--- config.mk ---
export PLATFORM = sky130hd
export DESIGN_NAME = key_stuffed_stream_deframer_unit_flat
export DESIGN_NICKNAME = d
export VERILOG_FILES = /design/src/rtl/core/ksdf_pkg.sv /design/src/rtl/core/ksdf_if.sv /design/src/rtl/core/ksdf_front.sv /design/src/rtl/core/ksdf_cmd_queue.sv /design/src/rtl/core/ksdf_back.sv /design/src/rtl/core/key_stuffed_stream_deframer_unit.sv /design/src/flat_wrapper.sv
export SDC_FILE = /design/constraint.sdc
export NUM_CORES = 1
export LEC_CHECK = 0
export BUFFER_PORTS_ARGS = -buffer_cell sky130_fd_sc_hd__buf_2
export CAP_MARGIN = 10
export CORE_MARGIN = 2
export CORE_UTILIZATION = 54
export CTS_CLUSTER_SIZE = 10
export DETAILED_ROUTE_END_ITERATION = 16
export GPL_TIMING_DRIVEN = 1
export PLACE_DENSITY_LB_ADDON = 0.15
export SLEW_MARGIN = 0
export SYNTH_ARGS = -nofsm -noshare
export SYNTH_HDL_FRONTEND = slang
export SYNTH_SLANG_ARGS = --single-unit
--- constraint.sdc ---
create_clock -name clk -period 3.4 [get_ports clk]
set_input_delay 0.51 -clock clk [delete_from_list [all_inputs] [get_ports clk]]
set_output_delay 0.51 -clock clk [all_outputs]
set_load 0.01 [all_outputs]
--- src/rtl/core/ksdf_pkg.sv ---
package ksdf_pkg;

    // Width of a key position or a held prefix length (keys up to 16 bytes).
    localparam int KEY_CNT_W = 4;

    // Width of the frame length field on a marker.
    localparam int FRAME_LEN_W = 24;

    // Reset value of the stuff byte register ('X').
    localparam logic [7:0] STUFF_RESET = 8'd88;

    // Number of commands the queue between front and back can hold.
    localparam int QUEUE_DEPTH = 4;
    localparam int QUEUE_PTR_W = $clog2(QUEUE_DEPTH);

    typedef logic [KEY_CNT_W-1:0] key_cnt_t;

    // One command from the classifier to the emitter.
    typedef struct packed {
        logic       is_marker;   // Emit a frame end marker.
        logic       trunc;       // Marker closes a truncated frame.
        key_cnt_t   flush_len;   // Held key bytes to emit first.
        logic       has_byte;    // Emit data_byte after the held bytes.
        logic [7:0] data_byte;
    } cmd_t;

    // Twelve-byte terminator key; positions past the twelfth read as zero.
    function automatic logic [7:0] key_byte(input key_cnt_t idx);
        logic [7:0] b;
        unique case (idx)
            4'd0:    b = 8'h66;
            4'd1:    b = 8'h74;
            4'd2:    b = 8'h5F;
            4'd3:    b = 8'h53;
            4'd4:    b = 8'h74;
            4'd5:    b = 8'h55;
            4'd6:    b = 8'h66;
            4'd7:    b = 8'h46;
            4'd8:    b = 8'h5F;
            4'd9:    b = 8'h6B;
            4'd10:   b = 8'h65;
            4'd11:   b = 8'h79;
            default: b = 8'h00;
        endcase
        return b;
    endfunction

endpackage

--- src/rtl/core/ksdf_if.sv ---
// Received byte channel.
interface ksdf_in_if;
    logic       valid;
    logic       ready;
    logic [7:0] in_byte;
    logic       stream_end;

    modport source (output valid, output in_byte, output stream_end, input ready);
    modport sink   (input valid, input in_byte, input stream_end, output ready);
endinterface

// Recovered result channel.
interface ksdf_out_if;
    logic        valid;
    logic        ready;
    logic [7:0]  data_byte;
    logic        is_marker;
    logic        truncated;
    logic [23:0] frame_length;
    logic        last;

    modport source (output valid, output data_byte, output is_marker, output truncated,
                    output frame_length, output last, input ready);
    modport sink   (input valid, input data_byte, input is_marker, input truncated,
                    input frame_length, input last, output ready);
endinterface

--- src/rtl/core/ksdf_front.sv ---
module ksdf_front #(
    parameter int KEY_LEN = 12
) (
    input  logic              clk,
    input  logic              rst_n,
    ksdf_in_if.sink           in_ch,
    input  logic              cfg_wr_en,
    input  logic [7:0]        cfg_wr_data,
    input  logic              q_full,
    output logic              q_push,
    output ksdf_pkg::cmd_t    q_cmd
);
    import ksdf_pkg::*;

    localparam key_cnt_t LAST_POS = KEY_CNT_W'(KEY_LEN - 1);

    key_cnt_t   match_reg, match_next;
    logic [7:0] stuff_reg;
    logic       accept;
    logic       key_hit;
    logic       at_last;

    assign in_ch.ready = !q_full;
    assign accept      = in_ch.valid && in_ch.ready;
    assign key_hit     = (key_byte(match_reg) == in_ch.in_byte);
    assign at_last     = (match_reg == LAST_POS);

    // Classify the accepted byte and decide what the emitter must do.
    always_comb
    begin
        match_next       = match_reg;
        q_push           = 1'b0;
        q_cmd.is_marker  = 1'b0;
        q_cmd.trunc      = 1'b0;
        q_cmd.flush_len  = match_reg;
        q_cmd.has_byte   = 1'b0;
        q_cmd.data_byte  = in_ch.in_byte;
        if (accept)
        begin
            priority if (in_ch.stream_end)
            begin
                // End of stream drops the held prefix and closes the frame.
                q_push          = 1'b1;
                q_cmd.is_marker = 1'b1;
                q_cmd.trunc     = 1'b1;
                match_next      = '0;
            end
            else if (key_hit)
            begin
                if (at_last)
                begin
                    q_push          = 1'b1;
                    q_cmd.is_marker = 1'b1;
                    match_next      = '0;
                end
                else
                begin
                    match_next = match_reg + 1'b1;
                end
            end
            else if (at_last && in_ch.in_byte == stuff_reg)
            begin
                // Stuffed key: release the prefix, drop the stuff byte.
                q_push     = 1'b1;
                match_next = '0;
            end
            else
            begin
                q_push         = 1'b1;
                q_cmd.has_byte = 1'b1;
                match_next     = '0;
            end
        end
    end

    // Match position and stuff byte register.
    always_ff @(posedge clk or negedge rst_n)
    begin
        if (!rst_n)
        begin
            match_reg <= '0;
            stuff_reg <= STUFF_RESET;
        end
        else
        begin
            match_reg <= match_next;
            if (cfg_wr_en)
            begin
                stuff_reg <= cfg_wr_data;
            end
        end
    end

endmodule

--- src/rtl/core/ksdf_cmd_queue.sv ---
module ksdf_cmd_queue (
    input  logic              clk,
    input  logic              rst_n,
    input  logic              push,
    input  ksdf_pkg::cmd_t    push_cmd,
    input  logic              pop,
    output logic              full,
    output logic              empty,
    output ksdf_pkg::cmd_t    head
);
    import ksdf_pkg::*;

    localparam int CNT_W = $clog2(QUEUE_DEPTH + 1);

    cmd_t                   mem [QUEUE_DEPTH];
    logic [QUEUE_PTR_W-1:0] wr_ptr_reg, wr_ptr_next;
    logic [QUEUE_PTR_W-1:0] rd_ptr_reg, rd_ptr_next;
    logic [CNT_W-1:0]       cnt_reg, cnt_next;
    logic                   do_push;
    logic                   do_pop;

    assign full    = (cnt_reg == CNT_W'(QUEUE_DEPTH));
    assign empty   = (cnt_reg == '0);
    assign head    = mem[rd_ptr_reg];
    assign do_push = push && !full;
    assign do_pop  = pop && !empty;

    // Pointer and fill count update; pointers wrap at the queue depth.
    always_comb
    begin
        wr_ptr_next = wr_ptr_reg;
        rd_ptr_next = rd_ptr_reg;
        cnt_next    = cnt_reg;
        if (do_push)
        begin
            wr_ptr_next = (wr_ptr_reg == QUEUE_PTR_W'(QUEUE_DEPTH - 1)) ? '0
                                                                        : wr_ptr_reg + 1'b1;
        end
        if (do_pop)
        begin
            rd_ptr_next = (rd_ptr_reg == QUEUE_PTR_W'(QUEUE_DEPTH - 1)) ? '0
                                                                        : rd_ptr_reg + 1'b1;
        end
        unique case ({do_push, do_pop})
            2'b10:   cnt_next = cnt_reg + 1'b1;
            2'b01:   cnt_next = cnt_reg - 1'b1;
            default: cnt_next = cnt_reg;
        endcase
    end

    always_ff @(posedge clk or negedge rst_n)
    begin
        if (!rst_n)
        begin
            wr_ptr_reg <= '0;
            rd_ptr_reg <= '0;
            cnt_reg    <= '0;
        end
        else
        begin
            wr_ptr_reg <= wr_ptr_next;
            rd_ptr_reg <= rd_ptr_next;
            cnt_reg    <= cnt_next;
        end
    end

    // Command storage.
    always_ff @(posedge clk)
    begin
        if (do_push)
        begin
            mem[wr_ptr_reg] <= push_cmd;
        end
    end

endmodule

--- src/rtl/core/ksdf_back.sv ---
module ksdf_back #(
    parameter int LENGTH_BITS = 24
) (
    input  logic              clk,
    input  logic              rst_n,
    input  logic              q_empty,
    input  ksdf_pkg::cmd_t    q_head,
    output logic              q_pop,
    ksdf_out_if.source        out_ch
);
    import ksdf_pkg::*;

    logic [LENGTH_BITS-1:0] count_reg, count_next;
    key_cnt_t               idx_reg, idx_next;
    logic                   out_valid_reg, out_valid_next;
    logic [7:0]             data_reg, data_next;
    logic                   marker_reg, marker_next;
    logic                   trunc_reg, trunc_next;
    logic [FRAME_LEN_W-1:0] len_reg, len_next;
    logic                   last_reg, last_next;
    logic [FRAME_LEN_W-1:0] count_field;
    logic                   can_load;
    logic                   step;
    logic                   has_key;
    logic                   is_final;

    // Fit the saturating counter into the frame length field.
    if (LENGTH_BITS >= FRAME_LEN_W)
    begin : g_len_trunc
        assign count_field = count_reg[FRAME_LEN_W-1:0];
    end
    else
    begin : g_len_ext
        assign count_field = {{(FRAME_LEN_W - LENGTH_BITS){1'b0}}, count_reg};
    end

    assign can_load = !out_valid_reg || out_ch.ready;
    assign step     = can_load && !q_empty;
    assign has_key  = (idx_reg < q_head.flush_len);
    assign q_pop    = step && is_final;

    // The head command's last result is the marker, its byte, or its last held key byte.
    always_comb
    begin
        if (q_head.is_marker)
        begin
            is_final = 1'b1;
        end
        else if (q_head.has_byte)
        begin
            is_final = !has_key;
        end
        else
        begin
            is_final = (KEY_CNT_W'(idx_reg + 1'b1) == q_head.flush_len);
        end
    end

    // Build one result per step and keep the payload count.
    always_comb
    begin
        count_next     = count_reg;
        idx_next       = idx_reg;
        out_valid_next = out_valid_reg;
        data_next      = data_reg;
        marker_next    = marker_reg;
        trunc_next     = trunc_reg;
        len_next       = len_reg;
        last_next      = last_reg;
        if (out_ch.ready)
        begin
            out_valid_next = 1'b0;
        end
        if (step)
        begin
            out_valid_next = 1'b1;
            last_next      = is_final;
            idx_next       = is_final ? '0 : idx_reg + 1'b1;
            if (q_head.is_marker)
            begin
                data_next   = 8'd0;
                marker_next = 1'b1;
                trunc_next  = q_head.trunc;
                len_next    = count_field;
                count_next  = '0;
            end
            else
            begin
                data_next   = has_key ? key_byte(idx_reg) : q_head.data_byte;
                marker_next = 1'b0;
                trunc_next  = 1'b0;
                len_next    = '0;
                if (!(&count_reg))
                begin
                    count_next = count_reg + 1'b1;
                end
            end
        end
    end

    always_ff @(posedge clk or negedge rst_n)
    begin
        if (!rst_n)
        begin
            count_reg     <= '0;
            idx_reg       <= '0;
            out_valid_reg <= 1'b0;
        end
        else
        begin
            count_reg     <= count_next;
            idx_reg       <= idx_next;
            out_valid_reg <= out_valid_next;
        end
    end

    // Output payload register.
    always_ff @(posedge clk)
    begin
        data_reg   <= data_next;
        marker_reg <= marker_next;
        trunc_reg  <= trunc_next;
        len_reg    <= len_next;
        last_reg   <= last_next;
    end

    assign out_ch.valid        = out_valid_reg;
    assign out_ch.data_byte    = data_reg;
    assign out_ch.is_marker    = marker_reg;
    assign out_ch.truncated    = trunc_reg;
    assign out_ch.frame_length = len_reg;
    assign out_ch.last         = last_reg;

endmodule

--- src/rtl/core/key_stuffed_stream_deframer_unit.sv ---
// Deframer for a byte stream whose files end in a stuffed terminator key.
// in_ch carries one received byte per item, or a stream end flag. out_ch
// carries recovered data bytes and frame end markers; last marks the final
// result caused by one input item. cfg_wr_en/cfg_wr_data write the stuff byte
// and should only be used while the block is idle.
// A classifier accepts one item per cycle while the queue is not full and
// tracks the key match position. Items that need output become commands in
// a four-entry queue. An emitter drains it into an output register, one
// result per cycle while out_ch is free. With the queue empty and out_ch
// free, an accepted item is registered in the queue, then its first result
// in the output register. Throughput: one input item per cycle while the
// emitter keeps up. A command releasing n held key bytes gives n results, or
// n+1 with its data byte, so in_ch.ready drops as the queue fills behind it.
// When the receiver stalls, the output register holds its result, the
// emitter waits, and the queue fills until in_ch.ready falls.
// Reset clears the match position, the payload count and the queue, and
// restores the stuff byte to 'X'.
module key_stuffed_stream_deframer_unit #(
    parameter int KEY_LEN     = 12,
    parameter int LENGTH_BITS = 24
) (
    input  logic       clk,
    input  logic       rst_n,
    ksdf_in_if.sink    in_ch,
    ksdf_out_if.source out_ch,
    input  logic       cfg_wr_en,
    input  logic [7:0] cfg_wr_data
);
    import ksdf_pkg::*;

    logic q_full;
    logic q_empty;
    logic q_push;
    logic q_pop;
    cmd_t q_cmd;
    cmd_t q_head;

    ksdf_front #(
        .KEY_LEN (KEY_LEN)
    ) u_front (
        .clk         (clk),
        .rst_n       (rst_n),
        .in_ch       (in_ch),
        .cfg_wr_en   (cfg_wr_en),
        .cfg_wr_data (cfg_wr_data),
        .q_full      (q_full),
        .q_push      (q_push),
        .q_cmd       (q_cmd)
    );

    ksdf_cmd_queue u_queue (
        .clk      (clk),
        .rst_n    (rst_n),
        .push     (q_push),
        .push_cmd (q_cmd),
        .pop      (q_pop),
        .full     (q_full),
        .empty    (q_empty),
        .head     (q_head)
    );

    ksdf_back #(
        .LENGTH_BITS (LENGTH_BITS)
    ) u_back (
        .clk     (clk),
        .rst_n   (rst_n),
        .q_empty (q_empty),
        .q_head  (q_head),
        .q_pop   (q_pop),
        .out_ch  (out_ch)
    );

endmodule

--- src/flat_wrapper.sv ---
// flat-port wrapper written by rule: the top's interface ports become plain ports
module key_stuffed_stream_deframer_unit_flat import ksdf_pkg::*;
#(
    parameter int KEY_LEN     = 12,
    parameter int LENGTH_BITS = 24
)
  (clk, rst_n, cfg_wr_en, cfg_wr_data, in_ch_valid, in_ch_in_byte, in_ch_stream_end, in_ch_ready, out_ch_valid, out_ch_data_byte, out_ch_is_marker, out_ch_truncated, out_ch_frame_length, out_ch_last, out_ch_ready);
  ksdf_in_if in_ch_i ();
  ksdf_out_if out_ch_i ();
  input  logic clk;
  input  logic rst_n;
  input  logic cfg_wr_en;
  input  logic [7:0] cfg_wr_data;
  input wire logic [$bits(in_ch_i.valid)-1:0] in_ch_valid;
  input wire logic [$bits(in_ch_i.in_byte)-1:0] in_ch_in_byte;
  input wire logic [$bits(in_ch_i.stream_end)-1:0] in_ch_stream_end;
  output wire logic [$bits(in_ch_i.ready)-1:0] in_ch_ready;
  output wire logic [$bits(out_ch_i.valid)-1:0] out_ch_valid;
  output wire logic [$bits(out_ch_i.data_byte)-1:0] out_ch_data_byte;
  output wire logic [$bits(out_ch_i.is_marker)-1:0] out_ch_is_marker;
  output wire logic [$bits(out_ch_i.truncated)-1:0] out_ch_truncated;
  output wire logic [$bits(out_ch_i.frame_length)-1:0] out_ch_frame_length;
  output wire logic [$bits(out_ch_i.last)-1:0] out_ch_last;
  input wire logic [$bits(out_ch_i.ready)-1:0] out_ch_ready;
  assign in_ch_i.valid = in_ch_valid;
  assign in_ch_i.in_byte = in_ch_in_byte;
  assign in_ch_i.stream_end = in_ch_stream_end;
  assign in_ch_ready = in_ch_i.ready;
  assign out_ch_valid = out_ch_i.valid;
  assign out_ch_data_byte = out_ch_i.data_byte;
  assign out_ch_is_marker = out_ch_i.is_marker;
  assign out_ch_truncated = out_ch_i.truncated;
  assign out_ch_frame_length = out_ch_i.frame_length;
  assign out_ch_last = out_ch_i.last;
  assign out_ch_i.ready = out_ch_ready;
  key_stuffed_stream_deframer_unit #(.KEY_LEN(KEY_LEN), .LENGTH_BITS(LENGTH_BITS)) u_core (.clk(clk), .rst_n(rst_n), .in_ch(in_ch_i), .out_ch(out_ch_i), .cfg_wr_en(cfg_wr_en), .cfg_wr_data(cfg_wr_data));
endmodule
* After elaboration in Yosys (flattened, before gate mapping)
Memories as Yosys holds them, arrays and structs flattened.
Index checks and enable logic that the tools add are counted.
** Storage, ports and cells
- Bits in read-only memories :: 224
- Flip-flop bits (word level) :: 83
- Memories kept :: 3
- Input port bits :: 22
- Word-level logic and storage cells :: 79
- Memory bits (writable) :: 60
** Memories
- (no name shown) :: words 16, width 7, read ports 1, clocked after memory_dff 0, write ports 0, line ksdf_pkg.sv:30 : unique case (idx)
- (no name shown) :: words 16, width 7, read ports 1, clocked after memory_dff 0, write ports 0, line ksdf_pkg.sv:30
- u_core.u_queue.mem :: words 4, width 15, read ports 1, clocked after memory_dff 0, write ports 1, line ksdf_cmd_queue.sv:15 : cmd_t mem [QUEUE_DEPTH];
** Operators by class
- Order comparisons :: 1
- Equal/unequal tests :: 10
- Add/sub/neg operators :: 7
- Reductions and logical operators :: 16
- Mux-type cells :: 29
** Operators by type and width (number)
- two-way mux 24 bit :: 2
- adder 24 x 1 -> 24 bit, second input constant :: 1
- AND reduction 24 bit :: 1
- two-way mux 1 bit :: 18
- == test 8 bit :: 2
- two-way mux 4 bit :: 4
- adder 4 x 1 -> 4 bit, second input constant :: 2
- two-way mux 8 bit :: 1
- == test 2 bit, second input constant :: 3
- logical AND 1 bit :: 6
- two-way mux 2 bit :: 3
- case mux 3 bit (2 select lines) :: 1
- adder 2 x 1 -> 2 bit, second input constant :: 2
- == test 4 bit :: 1
- == test 4 bit, second input constant :: 1
- zero test 1 bit :: 4
- < comparator 4 bit :: 1
- nonzero test 2 bit :: 2
- adder 3 x 1 -> 3 bit, second input constant :: 1
- == test 3 bit, second input constant :: 1
- zero test 3 bit :: 1
- subtractor 3 x 1 -> 3 bit, second input constant :: 1
- == test 2 x 1 -> 1 bit, second input constant :: 1
- != test 2 x 1 -> 1 bit, second input constant :: 1
- 2 further kinds :: 2

* Longest topological paths before layout
Gate-level depths: netlist (run 1).
An unclocked memory read counts as a cell.
- Word-level depth :: 9
- Depth in mapped cells :: 15

* Cells and area by module
Synthesis (run 1) repeated with hierarchy kept, for this count alone.
** Unflattened totals
- Cell total of the unflattened synthesis :: 573
- Area, all modules :: 7268.2 µm²
** Modules (own cells, without submodules)
- ksdf_back :: cells each 342, instances 1, area an instance 3548.4 µm²
- ksdf_cmd_queue :: cells each 120, instances 1, area an instance 2622.5 µm²
- ksdf_front :: cells each 111, instances 1, area an instance 1097.3 µm²

* Least setup slack after synthesis (run 1)
Ideal clock, no wire load.
- Kind :: register to register
- From :: register u_core.u_queue.rd_ptr_reg[0]
- To :: register u_core.u_queue.cnt_reg[2]
- Path buffers :: 2
- Data arrival time :: 3.371 ns
- Setup time :: 0.079 ns
- Stages on the path, launching flop included :: 16
- Path slack :: -0.050 ns
- Required time :: 3.321 ns
- Cell sequence :: dfrtp_1 > buf_6 > buf_2 > mux4_2 > ha_1 > inv_1 > a21oi_1 > o21ai_0 > a221oi_4 > nor2_4 > ha_1 > inv_1 > fa_1 > xor2_1 > nor2_1 > xor2_1
** On the way
- Cells in the longest elaborated chain, start to end :: 9
** RTL lines
- from (decl) :: line ksdf_cmd_queue.sv:17 : logic [QUEUE_PTR_W-1:0] rd_ptr_reg, rd_ptr_next;
- from (signal assigned) :: line ksdf_cmd_queue.sv:62 : rd_ptr_reg <= rd_ptr_next;
- memory read (4 x 15 bit) *
- < comparator 4 bit :: line ksdf_back.sv:39 : assign has_key = (idx_reg < q_head.flush_len);
- zero test 1 bit :: line ksdf_back.sv:51 : is_final = !has_key;
- two-way mux 1 bit :: line ksdf_back.sv:49 : else if (q_head.has_byte)
- two-way mux 1 bit * :: line ksdf_back.sv:45 : if (q_head.is_marker)
- logical AND 1 bit * :: line ksdf_back.sv:40 : assign q_pop = step && is_final;
- logical AND 1 bit * :: line ksdf_cmd_queue.sv:26 : assign do_pop = pop && !empty;
- named net u_core.u_queue.do_pop :: line ksdf_cmd_queue.sv:20 : logic do_pop;
- == test 2 x 1 -> 1 bit or == test 2 bit (tied branches) :: line ksdf_cmd_queue.sv:44 : unique case ({do_push, do_pop})
- case mux 3 bit (2 select lines) or nonzero test 2 bit (tied branches)
- to (signal assigned) :: line ksdf_cmd_queue.sv:63 : cnt_reg <= cnt_next;
- to (decl) :: line ksdf_cmd_queue.sv:18 : logic [CNT_W-1:0] cnt_reg, cnt_next;
The timed path passes the listed nets; every way through them passes the cells marked *.
A chain may end at the register's enable or synchronous reset.

* Worst setup path in the final report (run 1)
Same ends and word-level chain as after synthesis.

==> impl_results.md, run 1 <==
- CTS root buf: clkbuf_16
- Status: finished clean
- Gpl congestion: 0.880
- DRC Markers: 0
- Reg clk slew, reported paths: 0.06 ns
- WL/cell: 17.4 um
- Die ar.: 13,400 sq um
- First-pass GRT wire length: 21,500 um
- Post-synth cell types: 53
- Clock Power Share: 0.326
- Post-synthesis sequential area ratio: 0.602
- Final Hold Vio Count: 0
- Max reg flops: 60
- # fillers: 912
- Most frequent cells in the layout: edfxtp_1 (95), buf_2 (58), dfrtp_1 (44), nor2_1 (35), and2_1 (32)
- Logic pwr share: 0.288
- Maximum vdd drop: 0.000352 V
- WL final: 13,100 um
- CTS Buf Count: 17
- Row cnt: 40
- Die height: 116 um
- Length of the first detailed-routing pass in iterations: 4
- Switching Fraction: 0.302
- Post-Route Setup TNS: 0 ns
- Port bufs: 58
- Iteration-0 DRC Markers: 331
- Final period util: 0.906
- CTS tree: yes
- Syn. warnings: 0
- Critical path startpoint category: flip-flop
- ANT cells: 0
- Post-DP HPWL: 8930 um
- CTS Sinks: 143
- Final net count: 624
- Vias: 4,270
- Area of the mapped netlist: 6740 sq um
- Crit path kind: flip-flop to flip-flop
- Antenna Nets Post-Route: 0
- Final setup fails: 0
- Tightest Pin Transition: 0.853 ns
- GRT Util Overall: 0.214
- Final setup margin: 0.321 ns
- Sequential share of power: 0.386
- Initial Util: 0.556
- RSZ-0062 raised after global routing: no
- Worst EP required: 3.74 ns
- Pins Over Slew Limit: 0
- Most used flip-flop cell after synthesis: edfxtp_1
- Critical Path End Type: flip-flop
- Power Density: 819 nW/um^2
- Min Hold Slack: 0.199 ns
- Die width: 116 um
- Slew HR: 0.431
- Synthesized Nets: 551
- CORE AREA: 12,100 sq um
- Period minus WS final: 3.08 ns
- I/O pins: 59
- Clock skew: 0.0120 ns
- EDFF count, synth: 95
- Leading cell type in the layout, fill and taps excluded: edfxtp_1
- Layout Utilization: 0.657
- CP cell instances: mux4_1 -> inv_1 -> ha_1 -> nand2_1 -> o21ai_1 -> a221oi_4 -> nor2_4 -> ha_1 -> inv_1 -> fa_1 -> xor2_1 -> nor2_1 -> xor2_1
- CP max stage cell: mux4_1
- Dpl ws: 0.240 ns
- Pin count of the biggest net entering global routing: 43
- Crit path max fanout: 6
- Async set or reset register ratio after synthesis: 0.336
- Longest Clk Path Bufs: 2
- Psw: 1.97 mW
- Vias in the first global route: 4,033
- Mapped Cells: 503
- Highest Clock Rate: 0.325 GHz
- Leak Pwr: 3.17 nW
- GR Overflow Total: 0
- R2R depth: 13
- Critical Path Max Stage Delay: 0.62 ns
- Worst hold path class: input port to asynchronous set/reset pin
- Max cap viols: 0
- Clock Latency Late Sink: 0.42 ns
- Int Power: 4.55 mW
- Worst EP arrival: 3.42 ns
- Htree depth: 4
- Area grow syn2layout: 18.1%
- Ratio of cells with drive above 1 in the final layout: 0.231
- Routed vias/inst: 5.64
- Largest Register: u_core.u_queue.mem
- Syn avg cell area: 13.4 sq um
- Register bit total from synthesis: 143
- Initial antenna violation count: 0
[through the flow]
step | area, sq um | cells | power (mW)
floorplan | 6740 | 503 | 3.83
CTS | 7950 | 757 | 6.57
global placement | 7270 | 725 | 4.36
finish | 7960 | 757 | 6.52
detailed placement | 7270 | 725 | 4.44
global route | 7960 | 757 | 6.87
[per-layer routing]
layer / GRT usage / up-vias / share of wire
met5: 0 / - / 0
li1: - / 1981 / -
met3: 0.0497 / 18 / 0.053
met1: 0.292 / 2130 / 0.43
met2: 0.344 / 141 / 0.50
met4: 0.0706 / 0 / 0.014
[what timing repair did]
item / in CTS / in global routing
resized for setup: 0 / 1
hold buffers: 0 / 0
setup buffers: 0 / 0
endpoints found under the setup margin: 0 / 1
[worst max-delay path, delay by kind of cell, from the launching register on]
kind	cells	cell delay (ns)
AOI/OAI and AO/OA	2	0.41
and+or+nand+nor	3	0.36
DFF	1	0.46
xor gates and xnor gates	2	0.30
muxes	1	0.62
buffers and inverters	2	0.14
adders and majority gates	3	0.70
[cell families (layout without fill, tap and decap cells)]
| kind of cell | Yosys count | in the layout | synth area share |
|---|---|---|---|
| buffers and inverters | 42 | 128 | 0.0254 |
| adder cells (fa/ha/maj) | 26 | 26 | 0.0494 |
| AO/OA/AOI/OAI | 55 | 55 | 0.0548 |
| AND/OR/NAND/NOR | 166 | 166 | 0.134 |
| multiplexers | 30 | 30 | 0.0786 |
| flip-flops | 143 | 143 | 0.602 |
| XOR/XNOR | 41 | 41 | 0.0553 |
[cell usage after synthesis (7+ instances only)]
master	count	area share
a21oi_1	12	0.0089
dfrtp_1	45	0.17
xor2_1	21	0.027
nor3_1	8	0.0059
mux4_2	10	0.033
edfxtp_1	95	0.42
and2_1	32	0.030
xnor2_1	19	0.025
mux2_2	10	0.017
clkbuf_1	12	0.0067
nand2_1	25	0.014
ha_1	25	0.046
inv_1	22	0.012
nor2_1	35	0.020
o21ai_0	21	0.016
nor2b_1	7	0.0065
nand3_1	14	0.010
nand4_1	10	0.0093
[power groups by stage]
| stage | registers, mW | logic (mW) | clock network [mW] |
|---|---|---|---|
| after floorplan | 2.58 | 1.25 | 0 |
| after global placement | 2.53 | 1.83 | 0 |
| after detailed placement | 2.55 | 1.89 | 0 |
| after CTS | 2.52 | 1.90 | 2.15 |
| after global routing | 2.56 | 2.09 | 2.22 |
| final | 2.52 | 1.88 | 2.12 |
[worst paths after layout]
check,start,end,slack [ns]
setup / recovery,u_core.u_queue.rd_ptr_reg[0],u_core.u_queue.cnt_reg[2],0.32
hold / removal,rst_n,u_core.u_front.stuff_reg[1],0.20
setup reg to reg,u_core.u_queue.rd_ptr_reg[0],u_core.u_queue.cnt_reg[2],0.32
hold reg to reg,u_core.u_queue.cnt_reg[2],u_core.u_queue.cnt_reg[2],0.51
max in group asynchronous,rst_n,u_core.u_back.count_field[10],2.45
min in group clk,cfg_wr_data[2],u_core.u_front.stuff_reg[2],0.33
[cell type report]
class                           instances  area (sq um)  area share
Clock buffer                           24           514      0.0646
Clock inverter                          8           171      0.0215
Inverter                               22          82.6      0.0104
Multi-Input combinational cell        318          2510       0.315
Sequential cell                       143          4060       0.510
Tap cell                              168           210      0.0264
Timing Repair Buffer                   74           410      0.0516
(Power assumes the default switching activity.)
==> run 2, diff against run 1 <==
Settings changed: REMOVE_ABC_BUFFERS from default to 1.
==> run 2 against run 1 <==
Net effect: final area decreased by 1.1%; worst hold slack worse by 0.061 ns; worst setup slack got worse by 0.042 ns; clock power shrank 14%; flip-flop and latch count unchanged; final cell count up 0.26%; maximum frequency shrank 1.4%; routed wire length down 3.1%; core utilization fell by 0.69 points; via count fell by 2.6%; die area stayed put; largest cell class unchanged.
==> impl_results.md, run 2 (synthesized netlist as in run 1, its figures left out) <==
- Status: finished clean
- Final Hold Vio Count: 0
- Clock Latency Late Sink: 0.42 ns
- Gpl congestion: 0.840
- Psw: 1.94 mW
- Final net count: 626
- Setup bufs post-CTS: 0
- Crit path kind: flip-flop to flip-flop
- CTS tree: yes
- I/O pins: 59
- Max cap viols: 0
- Most frequent cells in the layout: edfxtp_1 (95), buf_2 (58), dfrtp_1 (44), nor2_1 (35), and2_1 (32)
- Length of the first detailed-routing pass in iterations: 4
- Worst hold path class: input port to asynchronous set/reset pin
- Vias: 4,159
- Logic pwr share: 0.299
- CTS Buf Count: 17
- Leak Pwr: 3.13 nW
- GR Overflow Total: 0
- Vias in the first global route: 4,113
- Worst EP arrival: 3.47 ns
- Maximum vdd drop: 0.000332 V
- Final setup fails: 0
- Sequential share of power: 0.406
- Highest Clock Rate: 0.320 GHz
- Leading cell type in the layout, fill and taps excluded: edfxtp_1
- Area grow syn2layout: 16.8%
- Power Density: 791 nW/um^2
- Period minus WS final: 3.12 ns
- Tightest Pin Transition: 0.701 ns
- DRC Markers: 0
- Port bufs: 58
- Reg area: 4060 sq um
- Antenna Nets Post-Route: 0
- Crit path max fanout: 10
- CTS root buf: clkbuf_16
- WL/cell: 16.8 um
- Die ar.: 13,400 sq um
- Critical Path End Type: flip-flop
- Worst EP required: 3.75 ns
- CORE AREA: 12,100 sq um
- Max reg flops: 60
- CTS Sinks: 143
- Die width: 116 um
- Pins Over Slew Limit: 0
- Final period util: 0.918
- Dpl ws: 0.0692 ns
- Initial Util: 0.556
- Hold Buf Count CTS: 0
- Clock Power Share: 0.294
- Pin count of the biggest net entering global routing: 35
- First-pass GRT wire length: 20,600 um
- Die height: 116 um
- ANT cells: 0
- Ratio of cells with drive above 1 in the final layout: 0.232
- Post-Route Setup TNS: 0 ns
- RSZ-0062 raised after global routing: no
- Multi-input gate area: 2510 sq um
- Critical path startpoint category: flip-flop
- Row cnt: 40
- Htree depth: 4
- Routed vias/inst: 5.48
- Initial antenna violation count: 0
- Final setup margin: 0.279 ns
- Reg clk slew, reported paths: 0.06 ns
- Slew HR: 0.521
- GRT Util Overall: 0.205
- Switching Fraction: 0.312
- # fillers: 912
- Largest Register: u_core.u_queue.mem
- Longest Clk Path Bufs: 2
- Int Power: 4.29 mW
- Iteration-0 DRC Markers: 339
- WL final: 12,700 um
- Clock skew: 0.0126 ns
- Post-DP HPWL: 8720 um
run 2: changes by cell type in the layout (fill, tap and decap cells not counted), sizes merged:
cell	change
bufinv	-2
clkinv	+6
buf	+2
clkinvlp	+2
clkbuf	-6
run 2: worst paths after layout:
kind / from / end / slack [ns] / cells after the start
min: rst_n / u_core.u_back.count_field[20] / 0.14 / 1
max: u_core.u_queue.rd_ptr_reg[0] / u_core.u_queue.cnt_reg[2] / 0.28 / 11
min in group clk: cfg_wr_data[6] / u_core.u_front.stuff_reg[6] / 0.32 / 2
min reg2reg: u_core.u_queue.cnt_reg[2] / u_core.u_queue.cnt_reg[2] / 0.50 / 1
max in group asynchronous: rst_n / u_core.u_front.stuff_reg[3] / 2.45 / 2
max reg2reg: u_core.u_queue.rd_ptr_reg[0] / u_core.u_queue.cnt_reg[2] / 0.28 / 11
run 2: layout make-up:
type                       count  share of cell area
clock buffer                  18              0.0558
inverter                      22              0.0105
clock inverter                14              0.0188
sequential                   143               0.516
multi-input combinational    318               0.319
tap                          168              0.0267
timing repair buffer          76              0.0540
run 2: per-layer routing:
layer / routed length (um) / share of wire / up-vias / track usage
li1: - / - / 1979 / -
met1: 5810 / 0.46 / 2040 / 0.277
met2: 6060 / 0.48 / 123 / 0.319
met3: 665 / 0.052 / 17 / 0.0518
met4: 204 / 0.016 / 0 / 0.0881
met5: 0 / 0 / - / 0
run 2: power groups by stage:
stage               registers [mW]  logic (mW)  clock network (mW)
floorplan                     2.64        1.12                   0
global placement              2.55        1.83                   0
detailed placement            2.56        1.87                   0
CTS                           2.53        1.89                1.86
global route                  2.58        2.07                1.93
finish                        2.53        1.86                1.83
run 2: per-stage QoR:
step | instance area (sq um) | std cells | power (mW) | hold slack, ns | util
5_1_grt | 7870 | 759 | 6.58 | 0.188 | 0.650
4_1_cts | 7870 | 759 | 6.28 | 0.159 | 0.650
6_report | 7870 | 759 | 6.22 | 0.138 | 0.650
3_5_place_dp | 7280 | 727 | 4.44 | 0.489 | 0.601
2_1_floorplan | 6650 | 483 | 3.76 | 0.214 | -
3_3_place_gp | 7280 | 727 | 4.38 | 0.481 | 0.601
run 2: repair_timing:
item                       in CTS  in global routing
resized for setup               0                  2
hold endpoints to repair        0                  0
setup endpoints to repair       0                  2
run 2: worst max-delay path, stage by stage, from the launching register on:
cell      delay [ns]
dfrtp_2         0.50
buf_4           0.26
mux4_1          0.64
nor3_1          0.31
a221oi_4        0.14
nor2_4          0.15
ha_1            0.20
inv_1           0.06
fa_1            0.37
xor2_1          0.15
nor2_1          0.12
xor2_1          0.15
